**config.mk**
```make
export PLATFORM = sky130hd
export DESIGN_NAME = heading_rotated_dead_reckoning_flat
export DESIGN_NICKNAME = d
export VERILOG_FILES = /design/src/rtl/core/hrdr_pkg.sv /design/src/rtl/core/hrdr_in_if.sv /design/src/rtl/core/hrdr_out_if.sv /design/src/rtl/core/hrdr_cordic.sv /design/src/rtl/core/hrdr_div25.sv /design/src/rtl/core/heading_rotated_dead_reckoning.sv /design/src/flat_wrapper.sv
export VERILOG_INCLUDE_DIRS = /design/src /design/src/rtl/core
export SDC_FILE = /design/constraint.sdc
export NUM_CORES = 2
export LEC_CHECK = 0
export BUFFER_PORTS_ARGS = -buffer_cell sky130_fd_sc_hd__buf_2
export CAP_MARGIN = 20
export CORE_MARGIN = 10
export CORE_UTILIZATION = 45
export DETAILED_ROUTE_END_ITERATION = 10
export GPL_TIMING_DRIVEN = 0
export PLACE_DENSITY = 0.6
export SYNTH_ARGS = -nofsm -noshare
export SYNTH_HDL_FRONTEND = slang
export SYNTH_SLANG_ARGS = --single-unit
```
**constraint.sdc**
```tcl
create_clock -name clk -period 32.8 [get_ports clk]
set_input_delay 1.64 -clock clk [delete_from_list [all_inputs] [get_ports clk]]
set_output_delay 1.64 -clock clk [all_outputs]
set_load 0.005 [all_outputs]
```
**src/rtl/core/heading_rotated_dead_reckoning_assert.svh**
```systemverilog
// Assertion macros for the heading-rotated dead reckoning block.
`ifndef HEADING_ROTATED_DEAD_RECKONING_ASSERT_SVH
`define HEADING_ROTATED_DEAD_RECKONING_ASSERT_SVH

// Same-cycle implication, checked on the block clock outside reset.
`define HRDR_ASSERT_IMP(lbl, ante, cons) \
  lbl: assert property (@(posedge clk) disable iff (!rst_n) (ante) |-> (cons)) \
    else $error("hrdr: same-cycle check failed");

// Next-cycle implication, checked on the block clock outside reset.
`define HRDR_ASSERT_NXT(lbl, ante, cons) \
  lbl: assert property (@(posedge clk) disable iff (!rst_n) (ante) |=> (cons)) \
    else $error("hrdr: next-cycle check failed");

`endif

```
**src/rtl/core/hrdr_pkg.sv**
```systemverilog
// Shared types, constants and the CORDIC angle table for the dead reckoning block.
`default_nettype none

package hrdr_pkg;

  localparam int BODY_W    = 16;
  localparam int HEADING_W = 16;
  localparam int POS_OUT_W = 48;

  // Heading resolution per turn; finer bits of the heading are dropped.
  localparam int ANGLE_BITS = 16;
  localparam int HEAD_DROP  = (ANGLE_BITS < HEADING_W) ? (HEADING_W - ANGLE_BITS) : 0;
  localparam logic [HEADING_W-1:0] HEAD_MASK =
    ~HEADING_W'((32'd1 << HEAD_DROP) - 32'd1);

  localparam int CORDIC_STEPS = 24;
  localparam int CORDIC_IW    = 5;
  localparam int ANGLE_TW     = 30;

  typedef enum logic [2:0] {
    ST_IDLE,
    ST_CORD,
    ST_MUL,
    ST_VEL,
    ST_DIV_GO,
    ST_DIV_WAIT,
    ST_POS,
    ST_OUT
  } state_t;

  typedef struct packed {
    logic busy;
    logic done;
  } unit_sts_t;

  // atan(2^-i) in Q0.30 quarter turns, scaled so that 2^30 is a quarter turn.
  function automatic logic [ANGLE_TW-1:0] cordic_angle(input logic [CORDIC_IW-1:0] i);
    logic [ANGLE_TW-1:0] a;
    case (i)
      5'd0:    a = 30'd536870912;
      5'd1:    a = 30'd316933406;
      5'd2:    a = 30'd167458907;
      5'd3:    a = 30'd85004756;
      5'd4:    a = 30'd42667331;
      5'd5:    a = 30'd21354465;
      5'd6:    a = 30'd10679838;
      5'd7:    a = 30'd5340245;
      5'd8:    a = 30'd2670163;
      5'd9:    a = 30'd1335087;
      5'd10:   a = 30'd667544;
      5'd11:   a = 30'd333772;
      5'd12:   a = 30'd166886;
      5'd13:   a = 30'd83443;
      5'd14:   a = 30'd41722;
      5'd15:   a = 30'd20861;
      5'd16:   a = 30'd10430;
      5'd17:   a = 30'd5215;
      5'd18:   a = 30'd2608;
      5'd19:   a = 30'd1304;
      5'd20:   a = 30'd652;
      5'd21:   a = 30'd326;
      5'd22:   a = 30'd163;
      5'd23:   a = 30'd81;
      default: a = '0;
    endcase
    return a;
  endfunction

endpackage

`default_nettype wire

```
**src/rtl/core/hrdr_in_if.sv**
```systemverilog
// Input channel interface: update items with action, body velocity increments and heading.
`default_nettype none

interface hrdr_in_if;
  logic                                    valid;
  logic                                    ready;
  logic                                    action;
  logic signed [hrdr_pkg::BODY_W-1:0]      body_vel_x;
  logic signed [hrdr_pkg::BODY_W-1:0]      body_vel_y;
  logic signed [hrdr_pkg::HEADING_W-1:0]   heading;

  modport source (output valid, action, body_vel_x, body_vel_y, heading, input ready);
  modport sink   (input valid, action, body_vel_x, body_vel_y, heading, output ready);
endinterface

`default_nettype wire

```
**src/rtl/core/hrdr_out_if.sv**
```systemverilog
// Result channel interface: north and east position items.
`default_nettype none

interface hrdr_out_if;
  logic                                    valid;
  logic                                    ready;
  logic signed [hrdr_pkg::POS_OUT_W-1:0]   north_pos;
  logic signed [hrdr_pkg::POS_OUT_W-1:0]   east_pos;

  modport source (output valid, north_pos, east_pos, input ready);
  modport sink   (input valid, north_pos, east_pos, output ready);
endinterface

`default_nettype wire

```
**src/rtl/core/hrdr_cordic.sv**
```systemverilog
// Iterative CORDIC unit producing Q1.15 sine and cosine of a binary-angle heading.
`default_nettype none

module hrdr_cordic (
  input  logic                                   clk,
  input  logic                                   rst_n,
  input  logic                                   start,
  input  logic [hrdr_pkg::HEADING_W-1:0]         heading,
  output hrdr_pkg::unit_sts_t                    sts,
  output logic signed [15:0]                     sin_q,
  output logic signed [15:0]                     cos_q
);

  localparam logic signed [32:0] X_INIT    = 33'sd652032874;
  localparam logic signed [32:0] QUARTER   = 33'sd1073741824;
  localparam logic signed [32:0] HALF_TURN = 33'sd2147483648;
  localparam logic [hrdr_pkg::CORDIC_IW-1:0] LAST_STEP =
    hrdr_pkg::CORDIC_IW'(hrdr_pkg::CORDIC_STEPS - 1);

  logic signed [32:0] x_r, y_r, z_r;
  logic [hrdr_pkg::CORDIC_IW-1:0] iter_r;
  logic flip_r, run_r, fin_r, done_r;
  logic signed [15:0] sin_r, cos_r;

  logic [hrdr_pkg::HEADING_W-1:0] head_q;
  logic signed [32:0] z_start, z_fold, x_shift, y_shift, ang;
  logic fold;

  function automatic logic signed [15:0] to_q15(input logic signed [32:0] v);
    logic signed [33:0] t;
    logic signed [18:0] r;
    t = 34'(v) + 34'sd16384;
    r = 19'(t >>> 15);
    if (r > 19'sd32767) begin
      return 16'sh7fff;
    end else if (r < -19'sd32768) begin
      return 16'sh8000;
    end
    return r[15:0];
  endfunction

  always_comb begin
    head_q  = heading & hrdr_pkg::HEAD_MASK;
    z_start = 33'(signed'({head_q, 16'h0000}));
    // Angles beyond a quarter turn are folded by half a turn and the result negated.
    fold    = (z_start > QUARTER) || (z_start < -QUARTER);
    if (!fold) begin
      z_fold = z_start;
    end else if (z_start > 33'sd0) begin
      z_fold = z_start - HALF_TURN;
    end else begin
      z_fold = z_start + HALF_TURN;
    end
    x_shift = x_r >>> iter_r;
    y_shift = y_r >>> iter_r;
    ang     = signed'({3'b000, hrdr_pkg::cordic_angle(iter_r)});
  end

  always_ff @(posedge clk) begin
    if (!rst_n) begin
      run_r  <= 1'b0;
      fin_r  <= 1'b0;
      done_r <= 1'b0;
      iter_r <= '0;
    end else begin
      done_r <= 1'b0;
      if (start) begin
        x_r    <= X_INIT;
        y_r    <= '0;
        z_r    <= z_fold;
        flip_r <= fold;
        iter_r <= '0;
        run_r  <= 1'b1;
        fin_r  <= 1'b0;
      end else if (run_r) begin
        if (!z_r[32]) begin
          x_r <= x_r - y_shift;
          y_r <= y_r + x_shift;
          z_r <= z_r - ang;
        end else begin
          x_r <= x_r + y_shift;
          y_r <= y_r - x_shift;
          z_r <= z_r + ang;
        end
        iter_r <= iter_r + 1'b1;
        if (iter_r == LAST_STEP) begin
          run_r <= 1'b0;
          fin_r <= 1'b1;
        end
      end else if (fin_r) begin
        fin_r  <= 1'b0;
        done_r <= 1'b1;
        cos_r  <= to_q15(flip_r ? -x_r : x_r);
        sin_r  <= to_q15(flip_r ? -y_r : y_r);
      end
    end
  end

  assign sts.busy = run_r || fin_r;
  assign sts.done = done_r;
  assign sin_q    = sin_r;
  assign cos_q    = cos_r;

endmodule

`default_nettype wire

```
**src/rtl/core/hrdr_div25.sv**
```systemverilog
// Radix-8 digit-serial floor division of a signed value by 25.
`default_nettype none

module hrdr_div25 #(
  parameter int NUM_W = 54
) (
  input  logic                     clk,
  input  logic                     rst_n,
  input  logic                     start,
  input  logic signed [NUM_W-1:0]  num,
  output hrdr_pkg::unit_sts_t      sts,
  output logic signed [NUM_W-1:0]  quo
);

  localparam int N_DIG = (NUM_W + 2) / 3;
  localparam int PAD_W = 3 * N_DIG;
  localparam int CNT_W = $clog2(N_DIG);
  localparam logic [CNT_W-1:0] LAST_DIG = CNT_W'(N_DIG - 1);

  logic [PAD_W-1:0] mag_r, quo_r;
  logic [4:0]       rem_r;
  logic [CNT_W-1:0] cnt_r;
  logic             neg_r, run_r, fin_r, done_r;
  logic signed [NUM_W-1:0] res_r;

  logic [NUM_W-1:0] num_abs, q_adj;
  logic [7:0]       part;
  logic [2:0]       qd;
  logic [7:0]       part_rem;

  // Quotient digit of a partial remainder below 200.
  function automatic logic [2:0] digit25(input logic [7:0] p);
    logic [2:0] d;
    if (p >= 8'd175)      d = 3'd7;
    else if (p >= 8'd150) d = 3'd6;
    else if (p >= 8'd125) d = 3'd5;
    else if (p >= 8'd100) d = 3'd4;
    else if (p >= 8'd75)  d = 3'd3;
    else if (p >= 8'd50)  d = 3'd2;
    else if (p >= 8'd25)  d = 3'd1;
    else                  d = 3'd0;
    return d;
  endfunction

  always_comb begin
    num_abs  = num[NUM_W-1] ? (~num + 1'b1) : num;
    part     = {rem_r, mag_r[PAD_W-1 -: 3]};
    qd       = digit25(part);
    part_rem = part - (8'(qd) * 8'd25);
    // Negative dividends round the magnitude quotient away from zero for floor.
    q_adj    = quo_r[NUM_W-1:0] + NUM_W'(neg_r && (rem_r != 5'd0));
  end

  always_ff @(posedge clk) begin
    if (!rst_n) begin
      run_r  <= 1'b0;
      fin_r  <= 1'b0;
      done_r <= 1'b0;
      cnt_r  <= '0;
    end else begin
      done_r <= 1'b0;
      if (start) begin
        mag_r <= PAD_W'(num_abs);
        quo_r <= '0;
        rem_r <= '0;
        neg_r <= num[NUM_W-1];
        cnt_r <= '0;
        run_r <= 1'b1;
        fin_r <= 1'b0;
      end else if (run_r) begin
        mag_r <= mag_r << 3;
        quo_r <= {quo_r[PAD_W-4:0], qd};
        rem_r <= part_rem[4:0];
        cnt_r <= cnt_r + 1'b1;
        if (cnt_r == LAST_DIG) begin
          run_r <= 1'b0;
          fin_r <= 1'b1;
        end
      end else if (fin_r) begin
        fin_r  <= 1'b0;
        done_r <= 1'b1;
        res_r  <= neg_r ? signed'(-q_adj) : signed'(q_adj);
      end
    end
  end

  assign sts.busy = run_r || fin_r;
  assign sts.done = done_r;
  assign quo      = res_r;

endmodule

`default_nettype wire

```
**src/rtl/core/heading_rotated_dead_reckoning.sv**
```systemverilog
// Top level: sequencer, shared multiplier and saturating accumulators for dead reckoning.
//
//   Channel | Role   | Handshake     | Payload
//   --------+--------+---------------+-----------------------------------------------
//   in_ch   | sink   | valid / ready | action, body_vel_x, body_vel_y, heading
//   out_ch  | source | valid / ready | north_pos, east_pos (Q32.16, saturating)
//
// An integrate item runs the CORDIC loop, then the shared 16x16 multiplier, then two
// passes of the radix-8 divide-by-25 unit, one per axis. A clear item goes from idle
// straight to the output state.
// One item is in flight at a time; ready is high only while the sequencer is idle.
// The result register lets a new item be taken while the previous result waits.
// Reset is synchronous and clears velocities, positions and all control state.
`default_nettype none

`include "heading_rotated_dead_reckoning_assert.svh"

module heading_rotated_dead_reckoning #(
  parameter int VELOCITY_WIDTH = 48,
  parameter int POSITION_WIDTH = 56
) (
  input  logic        clk,
  input  logic        rst_n,
  hrdr_in_if.sink     in_ch,
  hrdr_out_if.source  out_ch
);

  localparam int VW   = VELOCITY_WIDTH;
  localparam int PW   = POSITION_WIDTH;
  localparam int OW   = hrdr_pkg::POS_OUT_W;
  localparam int DW   = 33;
  localparam int VUW  = VW + 4;
  localparam int NW   = VW + 6;
  localparam int IW   = (NW > 64) ? 64 : NW;
  localparam int SW   = ((NW > PW) ? NW : PW) + 1;
  localparam int RW   = ((PW > OW) ? PW : OW) + 1;

  localparam logic signed [VUW-1:0] VMAX = signed'({{(VUW-VW+1){1'b0}}, {(VW-1){1'b1}}});
  localparam logic signed [VUW-1:0] VMIN = ~VMAX;
  localparam logic signed [SW-1:0]  IMAX = signed'({{(SW-IW+1){1'b0}}, {(IW-1){1'b1}}});
  localparam logic signed [SW-1:0]  IMIN = ~IMAX;
  localparam logic signed [SW-1:0]  PMAX = signed'({{(SW-PW+1){1'b0}}, {(PW-1){1'b1}}});
  localparam logic signed [SW-1:0]  PMIN = ~PMAX;
  localparam logic signed [RW-1:0]  OMAX = signed'({{(RW-OW+1){1'b0}}, {(OW-1){1'b1}}});
  localparam logic signed [RW-1:0]  OMIN = ~OMAX;
  localparam logic [2:0] MUL_LAST = 3'd4;

  hrdr_pkg::state_t state_r, state_nxt;

  logic signed [15:0]  bx_r, by_r;
  logic [2:0]          mcnt_r;
  logic signed [31:0]  prod_r;
  logic signed [DW-1:0] dn_r, de_r;
  logic signed [VW-1:0] vel_n_r, vel_e_r, vold_n_r, vold_e_r;
  logic signed [PW-1:0] pos_n_r, pos_e_r;
  logic                 axis_r;
  logic                 out_valid_r;
  logic signed [OW-1:0] out_n_r, out_e_r;

  logic in_acc, cordic_start, div_start, out_load;
  hrdr_pkg::unit_sts_t cordic_sts, div_sts;
  logic signed [15:0]  sin_q, cos_q;
  logic signed [15:0]  mul_a, mul_b;
  logic signed [31:0]  prod_w;
  logic signed [VUW-1:0] vsum_n, vsum_e, vcl_n, vcl_e;
  logic signed [VW:0]    vpair;
  logic signed [NW-1:0]  div_num, div_quo;
  logic signed [SW-1:0]  inc_ext, inc_cl, psum, pcl;
  logic signed [PW-1:0]  pos_sel;
  logic signed [RW-1:0]  rnd_n, rnd_e, ocl_n, ocl_e;

  hrdr_cordic u_cordic (
    .clk     (clk),
    .rst_n   (rst_n),
    .start   (cordic_start),
    .heading (in_ch.heading),
    .sts     (cordic_sts),
    .sin_q   (sin_q),
    .cos_q   (cos_q)
  );

  hrdr_div25 #(
    .NUM_W (NW)
  ) u_div25 (
    .clk   (clk),
    .rst_n (rst_n),
    .start (div_start),
    .num   (div_num),
    .sts   (div_sts),
    .quo   (div_quo)
  );

  // Sequencer.
  always_comb begin
    state_nxt    = state_r;
    in_ch.ready  = 1'b0;
    cordic_start = 1'b0;
    div_start    = 1'b0;
    out_load     = 1'b0;
    in_acc       = 1'b0;
    case (state_r)
      hrdr_pkg::ST_IDLE: begin
        in_ch.ready = 1'b1;
        in_acc      = in_ch.valid;
        if (in_ch.valid) begin
          if (in_ch.action) begin
            state_nxt = hrdr_pkg::ST_OUT;
          end else begin
            cordic_start = 1'b1;
            state_nxt    = hrdr_pkg::ST_CORD;
          end
        end
      end
      hrdr_pkg::ST_CORD: begin
        if (cordic_sts.done) state_nxt = hrdr_pkg::ST_MUL;
      end
      hrdr_pkg::ST_MUL: begin
        if (mcnt_r == MUL_LAST) state_nxt = hrdr_pkg::ST_VEL;
      end
      hrdr_pkg::ST_VEL: begin
        state_nxt = hrdr_pkg::ST_DIV_GO;
      end
      hrdr_pkg::ST_DIV_GO: begin
        div_start = 1'b1;
        state_nxt = hrdr_pkg::ST_DIV_WAIT;
      end
      hrdr_pkg::ST_DIV_WAIT: begin
        if (div_sts.done) state_nxt = hrdr_pkg::ST_POS;
      end
      hrdr_pkg::ST_POS: begin
        state_nxt = axis_r ? hrdr_pkg::ST_OUT : hrdr_pkg::ST_DIV_GO;
      end
      hrdr_pkg::ST_OUT: begin
        if (!out_valid_r || out_ch.ready) begin
          out_load  = 1'b1;
          state_nxt = hrdr_pkg::ST_IDLE;
        end
      end
      default: begin
        state_nxt = hrdr_pkg::ST_IDLE;
      end
    endcase
  end

  always_ff @(posedge clk) begin
    if (!rst_n) begin
      state_r <= hrdr_pkg::ST_IDLE;
    end else begin
      state_r <= state_nxt;
    end
  end

  // Datapath arithmetic.
  always_comb begin
    case (mcnt_r)
      3'd0:    begin mul_a = bx_r; mul_b = cos_q; end
      3'd1:    begin mul_a = by_r; mul_b = sin_q; end
      3'd2:    begin mul_a = bx_r; mul_b = sin_q; end
      default: begin mul_a = by_r; mul_b = cos_q; end
    endcase
    prod_w = mul_a * mul_b;

    vsum_n = VUW'(vel_n_r) + (VUW'(dn_r) <<< 1);
    vsum_e = VUW'(vel_e_r) + (VUW'(de_r) <<< 1);
    vcl_n  = (vsum_n > VMAX) ? VMAX : ((vsum_n < VMIN) ? VMIN : vsum_n);
    vcl_e  = (vsum_e > VMAX) ? VMAX : ((vsum_e < VMIN) ? VMIN : vsum_e);

    // Position step is round(16 * (v_new + v_old) / 25) in Q.24; the bias of 12 rounds.
    vpair   = axis_r ? ((VW+1)'(vel_e_r) + (VW+1)'(vold_e_r))
                     : ((VW+1)'(vel_n_r) + (VW+1)'(vold_n_r));
    div_num = (NW'(vpair) <<< 4) + NW'(12);

    pos_sel = axis_r ? pos_e_r : pos_n_r;
    inc_ext = SW'(div_quo);
    inc_cl  = (inc_ext > IMAX) ? IMAX : ((inc_ext < IMIN) ? IMIN : inc_ext);
    psum    = SW'(pos_sel) + inc_cl;
    pcl     = (psum > PMAX) ? PMAX : ((psum < PMIN) ? PMIN : psum);

    // Q.24 to Q.16 with the half bit added back in.
    rnd_n = RW'(pos_n_r >>> 8) + RW'(signed'({1'b0, pos_n_r[7]}));
    rnd_e = RW'(pos_e_r >>> 8) + RW'(signed'({1'b0, pos_e_r[7]}));
    ocl_n = (rnd_n > OMAX) ? OMAX : ((rnd_n < OMIN) ? OMIN : rnd_n);
    ocl_e = (rnd_e > OMAX) ? OMAX : ((rnd_e < OMIN) ? OMIN : rnd_e);
  end

  always_ff @(posedge clk) begin
    if (!rst_n) begin
      vel_n_r     <= '0;
      vel_e_r     <= '0;
      pos_n_r     <= '0;
      pos_e_r     <= '0;
      mcnt_r      <= '0;
      axis_r      <= 1'b0;
      out_valid_r <= 1'b0;
    end else begin
      if (out_load) begin
        out_valid_r <= 1'b1;
        out_n_r     <= ocl_n[OW-1:0];
        out_e_r     <= ocl_e[OW-1:0];
      end else if (out_ch.ready) begin
        out_valid_r <= 1'b0;
      end

      case (state_r)
        hrdr_pkg::ST_IDLE: begin
          if (in_acc) begin
            bx_r   <= in_ch.body_vel_x;
            by_r   <= in_ch.body_vel_y;
            mcnt_r <= '0;
            axis_r <= 1'b0;
            if (in_ch.action) begin
              vel_n_r <= '0;
              vel_e_r <= '0;
              pos_n_r <= '0;
              pos_e_r <= '0;
            end
          end
        end
        hrdr_pkg::ST_MUL: begin
          // The product of each step is summed in the cycle after it is registered.
          prod_r <= prod_w;
          mcnt_r <= mcnt_r + 1'b1;
          case (mcnt_r)
            3'd1:    dn_r <= DW'(prod_r);
            3'd2:    dn_r <= dn_r - DW'(prod_r);
            3'd3:    de_r <= DW'(prod_r);
            3'd4:    de_r <= de_r + DW'(prod_r);
            default: ;
          endcase
        end
        hrdr_pkg::ST_VEL: begin
          vold_n_r <= vel_n_r;
          vold_e_r <= vel_e_r;
          vel_n_r  <= vcl_n[VW-1:0];
          vel_e_r  <= vcl_e[VW-1:0];
        end
        hrdr_pkg::ST_POS: begin
          if (axis_r) begin
            pos_e_r <= pcl[PW-1:0];
          end else begin
            pos_n_r <= pcl[PW-1:0];
          end
          axis_r <= 1'b1;
        end
        default: ;
      endcase
    end
  end

  assign out_ch.valid     = out_valid_r;
  assign out_ch.north_pos = out_n_r;
  assign out_ch.east_pos  = out_e_r;

  `HRDR_ASSERT_NXT(a_busy_after_accept, in_ch.valid && in_ch.ready, !in_ch.ready)
  `HRDR_ASSERT_NXT(a_clear_zeroes_pos, in_ch.valid && in_ch.ready && in_ch.action, (pos_n_r == '0) && (pos_e_r == '0))
  `HRDR_ASSERT_IMP(a_cordic_in_step, cordic_sts.busy || cordic_sts.done, state_r == hrdr_pkg::ST_CORD)
  `HRDR_ASSERT_IMP(a_div_in_step, div_sts.busy || div_sts.done, state_r == hrdr_pkg::ST_DIV_WAIT)

endmodule

`default_nettype wire

```
**src/flat_wrapper.sv**
```systemverilog
// flat-port wrapper written by rule: the top's interface ports become plain ports
module heading_rotated_dead_reckoning_flat 
#(
  parameter int VELOCITY_WIDTH = 48,
  parameter int POSITION_WIDTH = 56
)
  (clk, rst_n, in_ch_valid, in_ch_action, in_ch_body_vel_x, in_ch_body_vel_y, in_ch_heading, in_ch_ready, out_ch_valid, out_ch_north_pos, out_ch_east_pos, out_ch_ready);
  hrdr_in_if in_ch_i ();
  hrdr_out_if out_ch_i ();
  input  logic clk;
  input  logic rst_n;
  input wire logic [$bits(in_ch_i.valid)-1:0] in_ch_valid;
  input wire logic [$bits(in_ch_i.action)-1:0] in_ch_action;
  input wire logic [$bits(in_ch_i.body_vel_x)-1:0] in_ch_body_vel_x;
  input wire logic [$bits(in_ch_i.body_vel_y)-1:0] in_ch_body_vel_y;
  input wire logic [$bits(in_ch_i.heading)-1:0] in_ch_heading;
  output wire logic [$bits(in_ch_i.ready)-1:0] in_ch_ready;
  output wire logic [$bits(out_ch_i.valid)-1:0] out_ch_valid;
  output wire logic [$bits(out_ch_i.north_pos)-1:0] out_ch_north_pos;
  output wire logic [$bits(out_ch_i.east_pos)-1:0] out_ch_east_pos;
  input wire logic [$bits(out_ch_i.ready)-1:0] out_ch_ready;
  assign in_ch_i.valid = in_ch_valid;
  assign in_ch_i.action = in_ch_action;
  assign in_ch_i.body_vel_x = in_ch_body_vel_x;
  assign in_ch_i.body_vel_y = in_ch_body_vel_y;
  assign in_ch_i.heading = in_ch_heading;
  assign in_ch_ready = in_ch_i.ready;
  assign out_ch_valid = out_ch_i.valid;
  assign out_ch_north_pos = out_ch_i.north_pos;
  assign out_ch_east_pos = out_ch_i.east_pos;
  assign out_ch_i.ready = out_ch_ready;
  heading_rotated_dead_reckoning #(.VELOCITY_WIDTH(VELOCITY_WIDTH), .POSITION_WIDTH(POSITION_WIDTH)) u_core (.clk(clk), .rst_n(rst_n), .in_ch(in_ch_i), .out_ch(out_ch_i));
endmodule
```
==> metrics.yaml <==
run_status:
  status: "completed"
yosys:
  yosys.cell_count.top_type: "nand2_1"
  ys_top_cells_by_area: "edfxtp_1 24%, ha_1 8.4%, fa_1 7.1%"
  yosys-top-cells-count: "848 x nand2_1, 696 x nor2_1, 621 x a21oi_1"
  synth_compound_area_share_pct: 19.10
  netlist_area_um2: 77220
  synth.distinct_cells: 117
  async_reset_ff_share_pct: 0
  synth_xor_xnor_area_share_pct: 8.687
  synthesis.instances: 8555
  synth_ff_type: "edfxtp_1"
  syn_nets: 9400
  synth-simple-area-share_pct: 15.33
  synth_top_cell_area_share_pct: 24.11
  muxShareOfSynthArea_pct: 5.312
  ys_warn_count: 0
  synth_fa_ha_area_share_pct: 15.50
  syn_area_per_cell_um2: 9.026
  synth_edf_count: 620
  ys_seq_area_share_pct: 30.90
  ys_ff_latch: 882
  synth_top_family_by_area: "compound AO/OA/AOI/OAI gates"
  synth.largest_area_cell: "edfxtp_1"
drt:
  wl_per_cell_um: 22.43
  ant_nets: 0
  wl_um: 250600
  drt_iter0_markers: 5347
  num_vias: 65940
  via_per_inst: 5.901
  first_pass_iters: 6
  drcViolationCount: 0
clock_tree:
  cts_buffer_depth: 3
  cts.repair_timing.setup_buffer_count: 0
  cts_root_buf: "clkbuf_16"
  clock_latency_ps: 790
  cts_hold_buf: 0
  htree_levels: 3
  clock_sinks: 882
  cts_tree: "yes"
  clk_pin_slew_ps: 60
  cts_buffers: 106
  ctsResizeCount: 0
grt:
  grt_pass1_vias: 64300
  grt_usage_pct: 25.67
  grt_remaining_overflow: 0
  grt_start_max_net_pins: 60
  grt_first_pass_wirelength_um: 379500
  antenna_found_initial: 3
floorplanning:
  pin_count: 151
  start_util_pct: 45.41
  die_y_um: 434.2
  die_w_um: 434.2
  die_area_um2: 188600
  rows: 151
  core_area_um2: 170000
timing:
  fmax_mhz: 101.4
  rsz0062_at_grt: "no"
  tightest_slew_ps: 1158
  slew_headroom_pct: 22.78
  final.setup_skew_ps: 47.85
  hold_viol_final: 0
  fin_tns_setup_ps: 0
  timing.final.max_slew_violations: 0
  finalCriticalPeriod_ps: 9866
  final-setup-viol-count: 0
  fin_crit_sh_pct: 30.08
setup_path:
  required_ps: 33320
  cpPeakStageDelay_ps: 880
  slowest_stage: "mux2i_1"
  path_class: "reg -> reg"
  crit_fanout: 10
  cp_common_cell: "fa_1"
  crit_buf_inv: 9
  cp_top_family: "adder cells"
  crit_path_end_kind: "flip-flop"
  cp.arrival_ps: 10390
  critPathLaunchType: "flip-flop"
place:
  dp_hpwl_um: 202200
  gp_congestion: 0.9901
  numPortBuffers: 150
finish:
  area_growth_pct: 10.28
  nNetsFinal: 9706
  drive_above_1_share_pct: 8.398
run:
  drv_cap: 0
min_path:
  hp-class: "reg -> reg"
## worst paths after layout
kind | startpoint | end | slack [ps] | cells after the start
setup reg to reg | u_core.mcnt_r[0]$_SDFFE_PN0P_ | u_core.prod_r[31]$_DFFE_PP_ | 22930 | 30
hold reg to reg | u_core.pos_n_r[0]$_SDFFE_PN0P_ | u_core.pos_n_r[0]$_SDFFE_PN0P_ | 450 | 2
hold / removal | u_core.pos_n_r[0]$_SDFFE_PN0P_ | u_core.pos_n_r[0]$_SDFFE_PN0P_ | 450 | 2
setup / recovery | u_core.mcnt_r[0]$_SDFFE_PN0P_ | u_core.prod_r[31]$_DFFE_PP_ | 22930 | 30
## flip-flops by register name, summed over array words and instances (netlist names), 48 cells and up
name                     cells
u_core.vel_n_r              48
u_core.u_div25.mag_r        52
u_core.out_ch.east_pos      48
u_core.pos_n_r              56
u_core.out_ch.north_pos     48
u_core.pos_e_r              56
u_core.vold_e_r             48
u_core.vel_e_r              48
u_core.u_div25.quo          54
u_core.u_div25.quo_r        54
u_core.vold_n_r             48
## placed cells by master, fill, tap and decap left out, types with 48 or more instances in the layout
cell       Yosys  routed
nor3_1       135     135
and3_1        92      92
nand2_1      848     848
nand3_1      180     180
clkbuf_16      0     112
buf_2         19     169
xnor2_1      448     448
a21o_1       271     271
clkbuf_1     391     406
o21a_1        64      64
xor2_1       316     316
o21bai_1      68      68
inv_1        547     546
nor2b_1       52      52
nand2b_1      77      77
nor2_1       696     694
o211ai_1      50      50
a211oi_1      77      77
edfxtp_1     620     620
a31oi_1       94      94
ha_1         519     519
mux2_2       117     117
dfxtp_1      262     262
and2_1        97      97
a21oi_1      621     620
o31ai_1       49      49
a221oi_1      61      61
or3_1         48      48
nand4_1      100     100
fa_1         273     273
mux2i_1       78      78
mux4_2        83      83
o21ai_0      581     580
## area by class of cell
| cell class | count | area, um2 |
|---|---|---|
| sequential | 882 | 23860 |
| buffer | 464 | 1934 |
| tap | 2218 | 2775 |
| inverter | 549 | 2063 |
| fill | 16020 | 84890 |
| multi-input combinational | 6660 | 49420 |
| clock buffer | 137 | 2988 |
| clock inverter | 64 | 784.5 |
| antenna | 2 | 5.005 |
| timing repair buffer | 198 | 1324 |
## through the flow
step                setup slack, ps  instance area, um2  instances  utilization (%)  hold slack [ps]
floorplan                     20750               77220       8555                -            428.5
global placement              16160               80740      10920            47.48            435.2
detailed placement            22930               81370      10970            47.85            441.1
CTS                           22910               85140      11170            50.07            445.4
global route                  22440               85150      11170            50.08            465.9
finish                        22930               85150      11170            50.08            448.0
## cell families (layout without fill, tap and decap cells)
| logic type | Yosys count | count (layout) |
|---|---|---|
| other | 0 | 2 |
| buffers and inverters | 1013 | 1412 |
| adders and majority gates | 793 | 793 |
| AOI/OAI and AO/OA | 2298 | 2298 |
| muxes | 284 | 284 |
| and+or+nand+nor | 2520 | 2520 |
| xor gates and xnor gates | 765 | 765 |
| DFF | 882 | 882 |
## routing by layer
metal | part of all wire [%] | track usage [%] | wire length [um] | vias up
li1 | - | - | - | 31420
met5 | 0.013 | 0 | 32 | -
met1 | 42 | 32.26 | 104900 | 31950
met3 | 5.7 | 3.614 | 14340 | 486
met2 | 48 | 43.99 | 119600 | 2087
met4 | 4.7 | 10.88 | 11760 | 4
## tightest hold or removal path: stages (launching register included)
cell	delay [ps]
dfxtp_1	310
nand2_1	50
a21oi_1	50
Power is not shown: default switching activity piles up to over one toggle a cycle in this logic, so the estimate is an artifact.
